## config.mk

```make
export PLATFORM = sky130hd
export DESIGN_NAME = line_pixel_generator_top
export DESIGN_NICKNAME = d
export VERILOG_FILES = /design/src/sv/lpg_pkg.sv /design/src/sv/lpg_front.sv /design/src/sv/lpg_queue.sv /design/src/sv/lpg_back.sv /design/src/sv/line_pixel_generator_top.sv
export VERILOG_INCLUDE_DIRS = /design/src /design/src/sv
export SDC_FILE = /design/constraint.sdc
export NUM_CORES = 1
export LEC_CHECK = 0
export BUFFER_PORTS_ARGS = -buffer_cell sky130_fd_sc_hd__buf_2
export CAP_MARGIN = 15
export CORE_MARGIN = 8
export CORE_UTILIZATION = 40
export CTS_CLUSTER_DIAMETER = 50
export DETAILED_ROUTE_END_ITERATION = 12
export PLACE_DENSITY_LB_ADDON = 0.2
export SYNTH_ARGS = -nofsm -noshare
export SYNTH_HDL_FRONTEND = slang
export SYNTH_SLANG_ARGS = --single-unit
```

## constraint.sdc

```tcl
create_clock -name clk -period 6.1 [get_ports clk]
set_input_delay 0.915 -clock clk [delete_from_list [all_inputs] [get_ports clk]]
set_output_delay 0.915 -clock clk [all_outputs]
set_load 0.1 [all_outputs]
```

## src/sv/assert_macros.svh

```systemverilog
// Assertion macros shared by the line pixel generator RTL.
// No dependencies; include by bare file name.
`ifndef ASSERT_MACROS_SVH
`define ASSERT_MACROS_SVH
`ifndef ASSERT_OFF
// Same-cycle implication, checked outside reset.
`define LPG_ASSERT_IMP(lbl, clk, rst_n, ante, cons) \
    lbl: assert property (@(posedge clk) disable iff (!rst_n) (ante) |-> (cons)) \
        else $error("lpg assertion failed");
// Next-cycle implication, checked outside reset.
`define LPG_ASSERT_NXT(lbl, clk, rst_n, ante, cons) \
    lbl: assert property (@(posedge clk) disable iff (!rst_n) (ante) |=> (cons)) \
        else $error("lpg assertion failed");
`else
`define LPG_ASSERT_IMP(lbl, clk, rst_n, ante, cons)
`define LPG_ASSERT_NXT(lbl, clk, rst_n, ante, cons)
`endif
`endif

```

## src/sv/lpg_pkg.sv

```systemverilog
// Package for the line pixel generator: widths, codes and the command beat type.
// No dependencies.
`default_nettype none
package lpg_pkg;

    localparam int COORD_BITS = 11;
    localparam int IN_W       = 12;
    localparam int PIX_W      = 11;
    localparam int DIM_W      = 12;
    localparam int COLOR_W    = 32;
    localparam int ERR_W      = 15;
    localparam int INC_S_W    = 14;
    localparam int CNT_W      = 12;
    localparam int CFG_IDX_W  = 2;
    localparam int QDEPTH     = 2;

    localparam logic [PIX_W-1:0] PIX_MASK = PIX_W'((1 << COORD_BITS) - 1);

    localparam logic [CFG_IDX_W-1:0] CFG_PLANE_WIDTH  = CFG_IDX_W'(0);
    localparam logic [CFG_IDX_W-1:0] CFG_PLANE_HEIGHT = CFG_IDX_W'(1);

    localparam logic OP_START   = 1'b0;
    localparam logic OP_ADVANCE = 1'b1;

    localparam logic [DIM_W-1:0] PLANE_WIDTH_RST  = DIM_W'(320);
    localparam logic [DIM_W-1:0] PLANE_HEIGHT_RST = DIM_W'(240);

    typedef enum logic [1:0] {
        KIND_LINE,
        KIND_REJECT,
        KIND_ADVANCE
    } lpg_kind_t;

    typedef struct packed {
        lpg_kind_t                 kind;
        logic [DIM_W-1:0]          x;
        logic [DIM_W-1:0]          y;
        logic signed [ERR_W-1:0]   err;
        logic [INC_S_W-1:0]        inc_s;
        logic signed [ERR_W-1:0]   inc_d;
        logic [7:0]                dirs;
        logic [CNT_W-1:0]          count;
        logic [COLOR_W-1:0]        color;
    } lpg_cmd_t;

endpackage
`default_nettype wire

```

## src/sv/lpg_front.sv

```systemverilog
// Front end: plane size registers, endpoint check and Bresenham setup.
// Depends on lpg_pkg.
`default_nettype none
module lpg_front (
    input  wire logic                        clk,
    input  wire logic                        rst_n,
    input  wire logic                        cfg_valid,
    output logic                             cfg_ready,
    input  wire logic [lpg_pkg::CFG_IDX_W-1:0] cfg_index,
    input  wire logic [lpg_pkg::DIM_W-1:0]   cfg_data,
    input  wire logic                        in_valid,
    output logic                             in_stall,
    input  wire logic                        operation,
    input  wire logic [lpg_pkg::IN_W-1:0]    start_x,
    input  wire logic [lpg_pkg::IN_W-1:0]    start_y,
    input  wire logic [lpg_pkg::IN_W-1:0]    end_x,
    input  wire logic [lpg_pkg::IN_W-1:0]    end_y,
    input  wire logic [lpg_pkg::COLOR_W-1:0] pixel_color,
    input  wire logic                        q_full,
    output logic                             push,
    output lpg_pkg::lpg_cmd_t                cmd
);
    import lpg_pkg::*;

    logic [DIM_W-1:0] plane_width_reg;
    logic [DIM_W-1:0] plane_height_reg;

    logic             bad;
    logic [PIX_W-1:0] x1, y1, x2, y2;
    logic [PIX_W-1:0] dx, dy, maj, mnr;
    logic             xneg, yneg, major_x;
    logic signed [ERR_W-1:0] maj_s, mnr_s, diff_s;

    assign cfg_ready = 1'b1;
    assign in_stall  = q_full;
    assign push      = in_valid && !q_full;

    always_ff @(posedge clk or negedge rst_n)
    begin
        if (!rst_n)
        begin
            plane_width_reg  <= PLANE_WIDTH_RST;
            plane_height_reg <= PLANE_HEIGHT_RST;
        end
        else if (cfg_valid && cfg_ready)
        begin
            case (cfg_index)
                CFG_PLANE_WIDTH:  plane_width_reg  <= cfg_data;
                CFG_PLANE_HEIGHT: plane_height_reg <= cfg_data;
                default:          ;
            endcase
        end
    end

    always_comb
    begin
        // Negative coordinates fail on the sign bit; others compare unsigned.
        bad = start_x[IN_W-1] || start_y[IN_W-1] || end_x[IN_W-1] || end_y[IN_W-1] ||
              (start_x >= plane_width_reg) || (end_x >= plane_width_reg) ||
              (start_y >= plane_height_reg) || (end_y >= plane_height_reg);

        x1 = start_x[PIX_W-1:0];
        y1 = start_y[PIX_W-1:0];
        x2 = end_x[PIX_W-1:0];
        y2 = end_y[PIX_W-1:0];

        // Straight lines run from the lower coordinate upward.
        if (x1 == x2 && y1 > y2)
        begin
            y1 = end_y[PIX_W-1:0];
            y2 = start_y[PIX_W-1:0];
        end
        if (y1 == y2 && x1 > x2)
        begin
            x1 = end_x[PIX_W-1:0];
            x2 = start_x[PIX_W-1:0];
        end

        xneg    = x1 > x2;
        yneg    = y1 > y2;
        dx      = xneg ? x1 - x2 : x2 - x1;
        dy      = yneg ? y1 - y2 : y2 - y1;
        major_x = dx >= dy;
        maj     = major_x ? dx : dy;
        mnr     = major_x ? dy : dx;

        maj_s  = $signed({{(ERR_W-PIX_W){1'b0}}, maj});
        mnr_s  = $signed({{(ERR_W-PIX_W){1'b0}}, mnr});
        diff_s = mnr_s - maj_s;

        cmd       = '0;
        cmd.color = pixel_color;
        cmd.x     = {1'b0, x1};
        cmd.y     = {1'b0, y1};
        cmd.count = {1'b0, maj};
        cmd.inc_s = {{(INC_S_W-PIX_W-1){1'b0}}, mnr, 1'b0};
        cmd.err   = (mnr_s <<< 1) - maj_s;
        cmd.inc_d = diff_s <<< 1;
        // dirs: {diag y, diag x, straight y, straight x}, each {negative, moves}
        cmd.dirs  = {yneg, 1'b1, xneg, 1'b1,
                     yneg && !major_x, !major_x, xneg && major_x, major_x};
        if (operation == OP_ADVANCE)
            cmd.kind = KIND_ADVANCE;
        else if (bad)
            cmd.kind = KIND_REJECT;
        else
            cmd.kind = KIND_LINE;
    end

endmodule
`default_nettype wire

```

## src/sv/lpg_queue.sv

```systemverilog
// Short command queue between the front end and the pixel walker.
// Depends on lpg_pkg and assert_macros.svh.
`default_nettype none
`include "assert_macros.svh"
module lpg_queue (
    input  wire logic             clk,
    input  wire logic             rst_n,
    input  wire logic             push,
    input  wire lpg_pkg::lpg_cmd_t wr_cmd,
    output logic                  full,
    input  wire logic             pop,
    output logic                  rd_valid,
    output lpg_pkg::lpg_cmd_t     rd_cmd
);
    import lpg_pkg::*;

    localparam int PTR_W = (QDEPTH > 1) ? $clog2(QDEPTH) : 1;
    localparam int CNT_QW = $clog2(QDEPTH + 1);

    lpg_cmd_t          mem_reg [QDEPTH];
    logic [PTR_W-1:0]  wr_ptr_reg, rd_ptr_reg;
    logic [CNT_QW-1:0] count_reg;

    function automatic logic [PTR_W-1:0] ptr_inc(input logic [PTR_W-1:0] p);
        ptr_inc = (p == PTR_W'(QDEPTH - 1)) ? '0 : p + PTR_W'(1);
    endfunction

    assign full     = count_reg == CNT_QW'(QDEPTH);
    assign rd_valid = count_reg != '0;
    assign rd_cmd   = mem_reg[rd_ptr_reg];

    always_ff @(posedge clk)
    begin
        if (push)
            mem_reg[wr_ptr_reg] <= wr_cmd;
    end

    always_ff @(posedge clk or negedge rst_n)
    begin
        if (!rst_n)
        begin
            wr_ptr_reg <= '0;
            rd_ptr_reg <= '0;
            count_reg  <= '0;
        end
        else
        begin
            if (push)
                wr_ptr_reg <= ptr_inc(wr_ptr_reg);
            if (pop)
                rd_ptr_reg <= ptr_inc(rd_ptr_reg);
            if (push && !pop)
                count_reg <= count_reg + CNT_QW'(1);
            else if (pop && !push)
                count_reg <= count_reg - CNT_QW'(1);
        end
    end

    `LPG_ASSERT_IMP(a_no_push_full, clk, rst_n, push, !full)
    `LPG_ASSERT_IMP(a_no_pop_empty, clk, rst_n, pop, rd_valid)
    `LPG_ASSERT_IMP(a_count_bound, clk, rst_n, 1'b1, count_reg <= CNT_QW'(QDEPTH))

endmodule
`default_nettype wire

```

## src/sv/lpg_back.sv

```systemverilog
// Back end: Bresenham walker state and the registered pixel output.
// Depends on lpg_pkg and assert_macros.svh.
`default_nettype none
`include "assert_macros.svh"
module lpg_back (
    input  wire logic                     clk,
    input  wire logic                     rst_n,
    input  wire logic                     q_valid,
    input  wire lpg_pkg::lpg_cmd_t        q_cmd,
    output logic                          q_pop,
    output logic                          out_valid,
    input  wire logic                     out_stall,
    output logic                          status,
    output logic [lpg_pkg::PIX_W-1:0]     pixel_x,
    output logic [lpg_pkg::PIX_W-1:0]     pixel_y,
    output logic [lpg_pkg::COLOR_W-1:0]   out_color,
    output logic                          last_pixel
);
    import lpg_pkg::*;

    logic                    active_reg, active_next;
    logic [DIM_W-1:0]        cur_x_reg, cur_x_next;
    logic [DIM_W-1:0]        cur_y_reg, cur_y_next;
    logic signed [ERR_W-1:0] err_reg, err_next;
    logic [INC_S_W-1:0]      inc_s_reg, inc_s_next;
    logic signed [ERR_W-1:0] inc_d_reg, inc_d_next;
    logic [7:0]              dirs_reg, dirs_next;
    logic [CNT_W-1:0]        left_reg, left_next;
    logic [COLOR_W-1:0]      color_reg, color_next;

    logic                    ov_reg, ov_next;
    logic                    st_reg, st_next;
    logic [PIX_W-1:0]        px_reg, px_next;
    logic [PIX_W-1:0]        py_reg, py_next;
    logic [COLOR_W-1:0]      oc_reg, oc_next;
    logic                    last_reg, last_next;

    logic                    out_free;
    logic [1:0]              bx, by;

    function automatic logic [DIM_W-1:0] step_coord(input logic [DIM_W-1:0] c,
                                                    input logic [1:0] bits);
        if (!bits[0])
            step_coord = c;
        else if (bits[1])
            step_coord = c - DIM_W'(1);
        else
            step_coord = c + DIM_W'(1);
    endfunction

    assign out_free   = !ov_reg || !out_stall;
    assign q_pop      = q_valid && out_free;
    assign out_valid  = ov_reg;
    assign status     = st_reg;
    assign pixel_x    = px_reg;
    assign pixel_y    = py_reg;
    assign out_color  = oc_reg;
    assign last_pixel = last_reg;

    always_comb
    begin
        active_next = active_reg;
        cur_x_next  = cur_x_reg;
        cur_y_next  = cur_y_reg;
        err_next    = err_reg;
        inc_s_next  = inc_s_reg;
        inc_d_next  = inc_d_reg;
        dirs_next   = dirs_reg;
        left_next   = left_reg;
        color_next  = color_reg;
        ov_next     = ov_reg && out_stall;
        st_next     = st_reg;
        px_next     = px_reg;
        py_next     = py_reg;
        oc_next     = oc_reg;
        last_next   = last_reg;
        bx          = err_reg[ERR_W-1] ? dirs_reg[1:0] : dirs_reg[5:4];
        by          = err_reg[ERR_W-1] ? dirs_reg[3:2] : dirs_reg[7:6];

        if (q_pop)
        begin
            case (q_cmd.kind)
                KIND_REJECT:
                begin
                    // Drop any line in progress and report the bad start.
                    active_next = 1'b0;
                    ov_next     = 1'b1;
                    st_next     = 1'b1;
                    px_next     = '0;
                    py_next     = '0;
                    oc_next     = '0;
                    last_next   = 1'b0;
                end
                KIND_LINE:
                begin
                    active_next = q_cmd.count != '0;
                    cur_x_next  = q_cmd.x;
                    cur_y_next  = q_cmd.y;
                    err_next    = q_cmd.err;
                    inc_s_next  = q_cmd.inc_s;
                    inc_d_next  = q_cmd.inc_d;
                    dirs_next   = q_cmd.dirs;
                    left_next   = q_cmd.count;
                    color_next  = q_cmd.color;
                    ov_next     = 1'b1;
                    st_next     = 1'b0;
                    px_next     = q_cmd.x[PIX_W-1:0] & PIX_MASK;
                    py_next     = q_cmd.y[PIX_W-1:0] & PIX_MASK;
                    oc_next     = q_cmd.color;
                    last_next   = q_cmd.count == '0;
                end
                KIND_ADVANCE:
                begin
                    if (active_reg)
                    begin
                        // Negative error: straight step, otherwise diagonal.
                        err_next    = err_reg[ERR_W-1]
                                    ? err_reg + $signed({1'b0, inc_s_reg})
                                    : err_reg + inc_d_reg;
                        cur_x_next  = step_coord(cur_x_reg, bx);
                        cur_y_next  = step_coord(cur_y_reg, by);
                        left_next   = left_reg - CNT_W'(1);
                        active_next = left_next != '0;
                        ov_next     = 1'b1;
                        st_next     = 1'b0;
                        px_next     = cur_x_next[PIX_W-1:0] & PIX_MASK;
                        py_next     = cur_y_next[PIX_W-1:0] & PIX_MASK;
                        oc_next     = color_reg;
                        last_next   = left_next == '0;
                    end
                end
                default: ;
            endcase
        end
    end

    always_ff @(posedge clk or negedge rst_n)
    begin
        if (!rst_n)
        begin
            active_reg <= 1'b0;
            ov_reg     <= 1'b0;
        end
        else
        begin
            active_reg <= active_next;
            ov_reg     <= ov_next;
        end
    end

    always_ff @(posedge clk)
    begin
        cur_x_reg <= cur_x_next;
        cur_y_reg <= cur_y_next;
        err_reg   <= err_next;
        inc_s_reg <= inc_s_next;
        inc_d_reg <= inc_d_next;
        dirs_reg  <= dirs_next;
        left_reg  <= left_next;
        color_reg <= color_next;
        st_reg    <= st_next;
        px_reg    <= px_next;
        py_reg    <= py_next;
        oc_reg    <= oc_next;
        last_reg  <= last_next;
    end

    `LPG_ASSERT_NXT(a_reject_drops, clk, rst_n, q_pop && q_cmd.kind == KIND_REJECT, !active_reg && ov_reg && st_reg)
    `LPG_ASSERT_IMP(a_last_idle, clk, rst_n, ov_reg && last_reg, !active_reg)
    `LPG_ASSERT_NXT(a_hold_no_pop, clk, rst_n, !q_pop, $stable(active_reg))

endmodule
`default_nettype wire

```

## src/sv/line_pixel_generator_top.sv

```systemverilog
// Top level of the Bresenham line pixel generator.
// Depends on lpg_pkg, lpg_front, lpg_queue and lpg_back.
`default_nettype none
// Line pixel generator. Send a start beat (operation 0) with two endpoints
// and a color; it yields the first pixel of the line at once. Each advance
// beat (operation 1) yields the next pixel, walking the major axis with the
// Bresenham error term, and the final endpoint carries last_pixel. An
// advance with no line active yields nothing. A start whose endpoints are
// negative or not below plane_width / plane_height (config registers 0 and
// 1, reset 320 and 240) yields one beat with status 1 and zeroed fields and
// drops any line in progress; a new start likewise replaces an old line.
// Horizontal and vertical lines are emitted from the lower coordinate up.
// Throughput is one input beat and one pixel per clock while out_stall is
// low: the front end checks and sets up a start combinationally, a two-entry
// queue decouples it from the walker, and the walker updates its error term
// once per advance beat. Stall on the output backs up into the queue;
// in_stall rises only when the queue is full. Write config only while the
// block is idle.
module line_pixel_generator_top (
    input  wire logic                          clk,
    input  wire logic                          rst_n,
    input  wire logic                          cfg_valid,
    output logic                               cfg_ready,
    input  wire logic [lpg_pkg::CFG_IDX_W-1:0] cfg_index,
    input  wire logic [lpg_pkg::DIM_W-1:0]     cfg_data,
    input  wire logic                          in_valid,
    output logic                               in_stall,
    input  wire logic                          operation,
    input  wire logic [lpg_pkg::IN_W-1:0]      start_x,
    input  wire logic [lpg_pkg::IN_W-1:0]      start_y,
    input  wire logic [lpg_pkg::IN_W-1:0]      end_x,
    input  wire logic [lpg_pkg::IN_W-1:0]      end_y,
    input  wire logic [lpg_pkg::COLOR_W-1:0]   pixel_color,
    output logic                               out_valid,
    input  wire logic                          out_stall,
    output logic                               status,
    output logic [lpg_pkg::PIX_W-1:0]          pixel_x,
    output logic [lpg_pkg::PIX_W-1:0]          pixel_y,
    output logic [lpg_pkg::COLOR_W-1:0]        out_color,
    output logic                               last_pixel
);
    import lpg_pkg::*;

    logic     push;
    logic     q_full;
    logic     q_valid;
    logic     q_pop;
    lpg_cmd_t wr_cmd;
    lpg_cmd_t rd_cmd;

    // Classify each beat and precompute the line setup.
    lpg_front u_front (
        .clk         (clk),
        .rst_n       (rst_n),
        .cfg_valid   (cfg_valid),
        .cfg_ready   (cfg_ready),
        .cfg_index   (cfg_index),
        .cfg_data    (cfg_data),
        .in_valid    (in_valid),
        .in_stall    (in_stall),
        .operation   (operation),
        .start_x     (start_x),
        .start_y     (start_y),
        .end_x       (end_x),
        .end_y       (end_y),
        .pixel_color (pixel_color),
        .q_full      (q_full),
        .push        (push),
        .cmd         (wr_cmd)
    );

    // Hold commands while the output register is stalled.
    lpg_queue u_queue (
        .clk      (clk),
        .rst_n    (rst_n),
        .push     (push),
        .wr_cmd   (wr_cmd),
        .full     (q_full),
        .pop      (q_pop),
        .rd_valid (q_valid),
        .rd_cmd   (rd_cmd)
    );

    // Walk the line and drive the registered pixel beat.
    lpg_back u_back (
        .clk        (clk),
        .rst_n      (rst_n),
        .q_valid    (q_valid),
        .q_cmd      (rd_cmd),
        .q_pop      (q_pop),
        .out_valid  (out_valid),
        .out_stall  (out_stall),
        .status     (status),
        .pixel_x    (pixel_x),
        .pixel_y    (pixel_y),
        .out_color  (out_color),
        .last_pixel (last_pixel)
    );

endmodule
`default_nettype wire
```

== Word level (Yosys, flattened, before mapping) ==
Memory sizes are Yosys's and may differ from the RTL's.
Index checks and enable logic that the tools add are counted.

* Register bits after elaboration: 206
* Bits in writable memories: 226
* Input port bits: 100
* Memories: 1

{| class="wikitable"
|+ Memories
! name !! words !! bits a word !! rd ports !! clocked after memory_dff !! wr ports !! line !! source
|-
| u_queue.mem_reg || 2 || 113 || 1 || 0 || 1 || lpg_queue.sv:20 || <nowiki>lpg_cmd_t mem_reg [QDEPTH];</nowiki>
|}

* Add/subtract/negate cells: 17
* $lt $le $gt $ge: 9
* Eq/ne operators: 9
* Mux-type cells: 46
* Reductions and logical operators: 42

{| class="wikitable"
|+ Operators with widths
! operator !! count
|-
| 11-bit two-way mux || 10
|-
| 32-bit case mux with 3 select lines || 1
|-
| 12-bit two-way mux || 7
|-
| 12-bit case mux with 2 select lines || 3
|-
| 11-bit case mux with 3 select lines || 2
|-
| 12-bit >= comparator || 4
|-
| 11-bit > comparator || 4
|-
| 11-bit subtractor || 4
|-
| 12-bit by 1-bit subtractor with 12-bit output, second input constant || 3
|-
| 32-bit two-way mux || 1
|-
| 15-bit adder || 2
|-
| 15-bit two-way mux || 2
|-
| 15-bit case mux with 2 select lines || 1
|-
| 12-bit by 1-bit adder with 12-bit output, second input constant || 2
|-
| 12-bit logical NOT || 2
|-
| 12-bit nonzero test || 2
|-
| 11-bit equality test || 2
|-
| 12-bit by 11-bit subtractor with 13-bit output || 1
|-
| 11-bit by 11-bit subtractor with 12-bit output || 1
|-
| 11-bit >= comparator || 1
|-
| 1-bit two-way mux || 10
|-
| 2-bit two-way mux || 5
|-
| 1-bit logical AND || 9
|-
| 1-bit case mux with 3 select lines || 3
|-
| 16 further kinds || 41
|}

== Logic depth before layout (Yosys ltp) ==
* Depth after elaboration: 11
* Mapped depth: 42
* Mapped depth without buffers: 37

== By module ==
Synthesis repeated with hierarchy kept, for this count alone.

* Cell total of the unflattened synthesis: 2118
* Area, all modules: 25475.7 µm²

{| class="wikitable"
|+ By module, submodules not included
! module !! instances !! cells each !! area each (µm²) !! seq. area each (µm²)
|-
| lpg_queue || 1 || 396 || 9282.7 || 7427.1
|-
| lpg_back || 1 || 753 || 9024.9 || 5275.1
|-
| lpg_front || 1 || 969 || 7168.1 || 608.1
|}

== Least setup slack after synthesis ==
No wires, ideal clock.

* Path kind: input port to flip-flop
* Start: input end_y[4] (netlist bit)
* End: memory u_queue.mem_reg[0][84] (netlist bit), data pin
* Arrival time: 8.557 ns
* Required time: 5.903 ns
* Slack: -2.654 ns
* Cell stages on the path: 39
* Path through: inv_1 ha_1 buf_2 and4_4 nand2_2 o21a_1 a211oi_4 buf_6 clkbuf_1 nand2_1 nor2_1 nor2_1 ha_1 a211oi_1 o2bb2ai_1 o31ai_1 o221a_2 a21oi_1 (+3 left out) ha_1 a21oi_1 o21ai_0 inv_1 nand2_1 inv_1 clkbuf_1 buf_2 buf_1 a21boi_0 fa_1 a21o_1 a21oi_1 a21oi_1 a211oi_1 o31ai_1 maj3_2 o311ai_1

{| class="wikitable"
|+ RTL lines
! what !! line !! source
|-
| start, declared || line_pixel_generator_top.sv:32 || <nowiki>input wire logic [lpg_pkg::IN_W-1:0] end_y,</nowiki>
|-
| end, declared || lpg_queue.sv:20 ||
|}

==> results.toml <==
[outcome]
outcome = "finished, violations left"
violations = "negative setup slack"

[critical_path]
reg2reg_slack_ns = 1.86
critPathLaunchType = "input port"
reg2reg_depth = 18
slowest_delay_ns = 0.39
end_kind = "flop"
crit_fanout = 5
path_class = "in -> reg"
crit_top_cell = "buf_4"
crit_slowest_cell = "fa_2"
worst_ep_arrival_time_ns = 7.50
r2r-end = "u_back.err_reg[14]"
regToRegStartpoint = "u_back.err_reg[14]"
worstPathRequired_ns = 6.42

[global_route]
grt_usage_pct = 19.5
grt_pass1_wl_mm = 99.9
grt_pass1_vias = 18109
grt_overflow = 0
grt_antenna_before_repair = 0
grt_start_max_net_pins = 85

[synthesis]
ys_seq_area_share_pct = 53.6
synth-edff-count = 381
postSynthCellCount = 1994
synthMuxAreaShare_pct = 8.41
ys_ff_latch = 411
synth_cell_type_count = 97
synth-main-ff-cell = "edfxtp_1"
async_reset_ff_share_pct = 7.30
yosysWarnings = 0
synth-simple-area-share_pct = 11.6
syn_nets = 2225
synth.avg_cell_area_um2 = 11.4
synth_adder_area_share_pct = 7.47
syn_area_um2 = 22800
synth_top_family_by_area = "compound AO/OA/AOI/OAI gates"
synth_xor_xnor_area_share_pct = 3.10
synth_compound_area_share_pct = 12.3

[floorplanning]
coreArea_um2 = 56400
ioPinCount = 159
die_y_um = 255
die_w_um = 255
initial_utilization_pct = 40.4
rows = 87
dieArea_um2 = 64800

[drt]
drtPass1Iterations = 5
post-route-drc-count = 0
vias = 17372
routed_wl_mm = 63.8
viasPerCell = 5.20
wl_per_cell_um = 19.1
drt_iter0_markers = 959
ant_nets = 0

[layout]
largest_register_ffs = 216
area_growth_pct = 32.9
final_common_cell = "buf_4"
drive_gt1_share_pct = 37.7
final_core_utilization_pct = 53.7
final_cell_mix = "buf_4 (415), edfxtp_1 (381), nor2_1 (185), buf_2 (149), nand2_1 (129)"
fin_nets = 2775
final_cells = 3340

[clock_tree]
clk_pin_slew_ns = 0.06
cts_inserted_buffers = 48
htreeDepth = 2
clk_latency_ns = 0.58
clockRootBuffer = "clkbuf_16"
clk_path_buf_depth = 3
cts.sinks = 411
tritoncts = "done"

[placed_design]
pre_cts_slack_ns = -1.93
placedCellCount = 3201
gp_congestion = 0.901
dp_hpwl_mm = 47.3
port-buffer-count = 157

[timing]
finalCritPeriodShare_pct = 118
rsz0062_at_grt = "true"
finalClockSkew_ns = 0.0254
slew_violations = 0
hold_viol_final = 0
tightest_slew_ns = 1.02
setup_viol = 40
fin_crit_ns = 7.18
max_freq_ghz = 0.139
worst_slack_ns = -1.08
slew_headroom_pct = 31.6

[worst_hold_path]
hp-class = "in -> async"

[power]
power_mw = 17.4
power_per_cell_area_nw_per_um2 = 576
irDropWorstVdd_uv = 491
leakage_nw = 12.3

[flow_run]
maxCapViolations = 0
[routing by layer]
layer	wire, um	GRT usage, %	up-vias
met5	0	0	-
met4	1630	5.69	0
met3	2640	2.70	108
met2	31200	34.1	387
met1	28300	24.9	8396
li1	-	-	8481
[area by class of cell]
type / count / area (um2)
flip-flops and latches: 411 / 12200
well taps: 756 / 946
repair buffers: 587 / 4150
multi-input cells: 1384 / 10900
inverters: 112 / 460
diodes: 1 / 2.50
clock buffers: 57 / 1280
clock inverters: 32 / 380
fillers: 4971 / 26100
[worst max-delay path: cells and delay by family]
kind / cells / cell delay [ns]
compound gates: 12 / 2.48
fa+ha+maj: 4 / 1.33
simple gates: 7 / 1.24
buf+inv: 10 / 1.18
mux: 1 / 0.34
[worst max-delay path by stage]
stage	from	cells past startpoint	slack (ns)	to
2_1_floorplan	end_y[8]	41	-1.53	u_queue.mem_reg[0][84]
3_5_place_dp	end_y[7]	37	-1.93	u_queue.mem_reg[1][84]
5_1_grt	end_y[8]	39	-1.40	u_queue.mem_reg[0][84]
3_3_place_gp	end_y[8]	34	-1.79	u_queue.mem_reg[0][84]
4_1_cts	end_y[8]	32	-1.00	u_queue.mem_reg[0][84]
6_report	end_y[7]	34	-1.08	u_queue.mem_reg[0][84]
[synthesized netlist by cell type, types with 11 or more instances]
cell	instances	area share, %
nor2b_1	35	0.96
and2_1	14	0.38
o21bai_1	22	0.73
nand2_1	134	2.2
ha_1	127	7.0
dfrtp_1	24	2.6
o211ai_1	17	0.56
mux2i_1	47	2.1
nor2_1	197	3.2
clkbuf_1	58	0.96
nand3_1	25	0.55
a21o_1	26	0.86
nor3_1	59	1.3
edfxtp_1	381	50
a211oi_1	36	1.2
xor2_1	24	0.92
a21oi_1	117	2.6
nand2b_1	31	0.85
xnor2_1	53	2.0
a31oi_1	11	0.30
o21ai_0	108	2.4
inv_1	111	1.8
buf_2	14	0.31
mux2_2	122	6.0
[cell families after synthesis]
| kind of cell | count (synthesis) |
|---|---|
| xor+xnor | 79 |
| simple gates | 562 |
| fa+ha+maj | 134 |
| flops | 411 |
| other cells | 1 |
| compound gates | 434 |
| mux | 174 |
| buf+inv | 199 |
[metrics by stage]
stage	TNS, ns	instance area, um2	hold WS, ns
2_1_floorplan	-34.86	23200	0.461
3_3_place_gp	-70.77	27300	0.482
3_5_place_dp	-76.45	27300	0.497
4_1_cts	-25.30	29800	0.420
5_1_grt	-40.70	30300	0.463
6_report	-27.98	30300	0.446
[what timing repair did]
| action | in CTS | in global routing |
|---|---|---|
| hold endpoints to repair | 0 | 0 |
| buffers inserted | 46 | 14 |
| hold buffers | 0 | 0 |
| pin swaps | 53 | 63 |
| endpoints found under the setup margin | 46 | 66 |
| gates resized for setup | 90 | 90 |
[power breakdown]
group | switching [mW] | total, mW | internal, mW
clock network | 1.18 | 2.92 | 1.74
registers | 0.393 | 5.17 | 4.78
logic | 5.74 | 9.35 | 3.62
No activity file was read; power rests on OpenSTA's default activity.
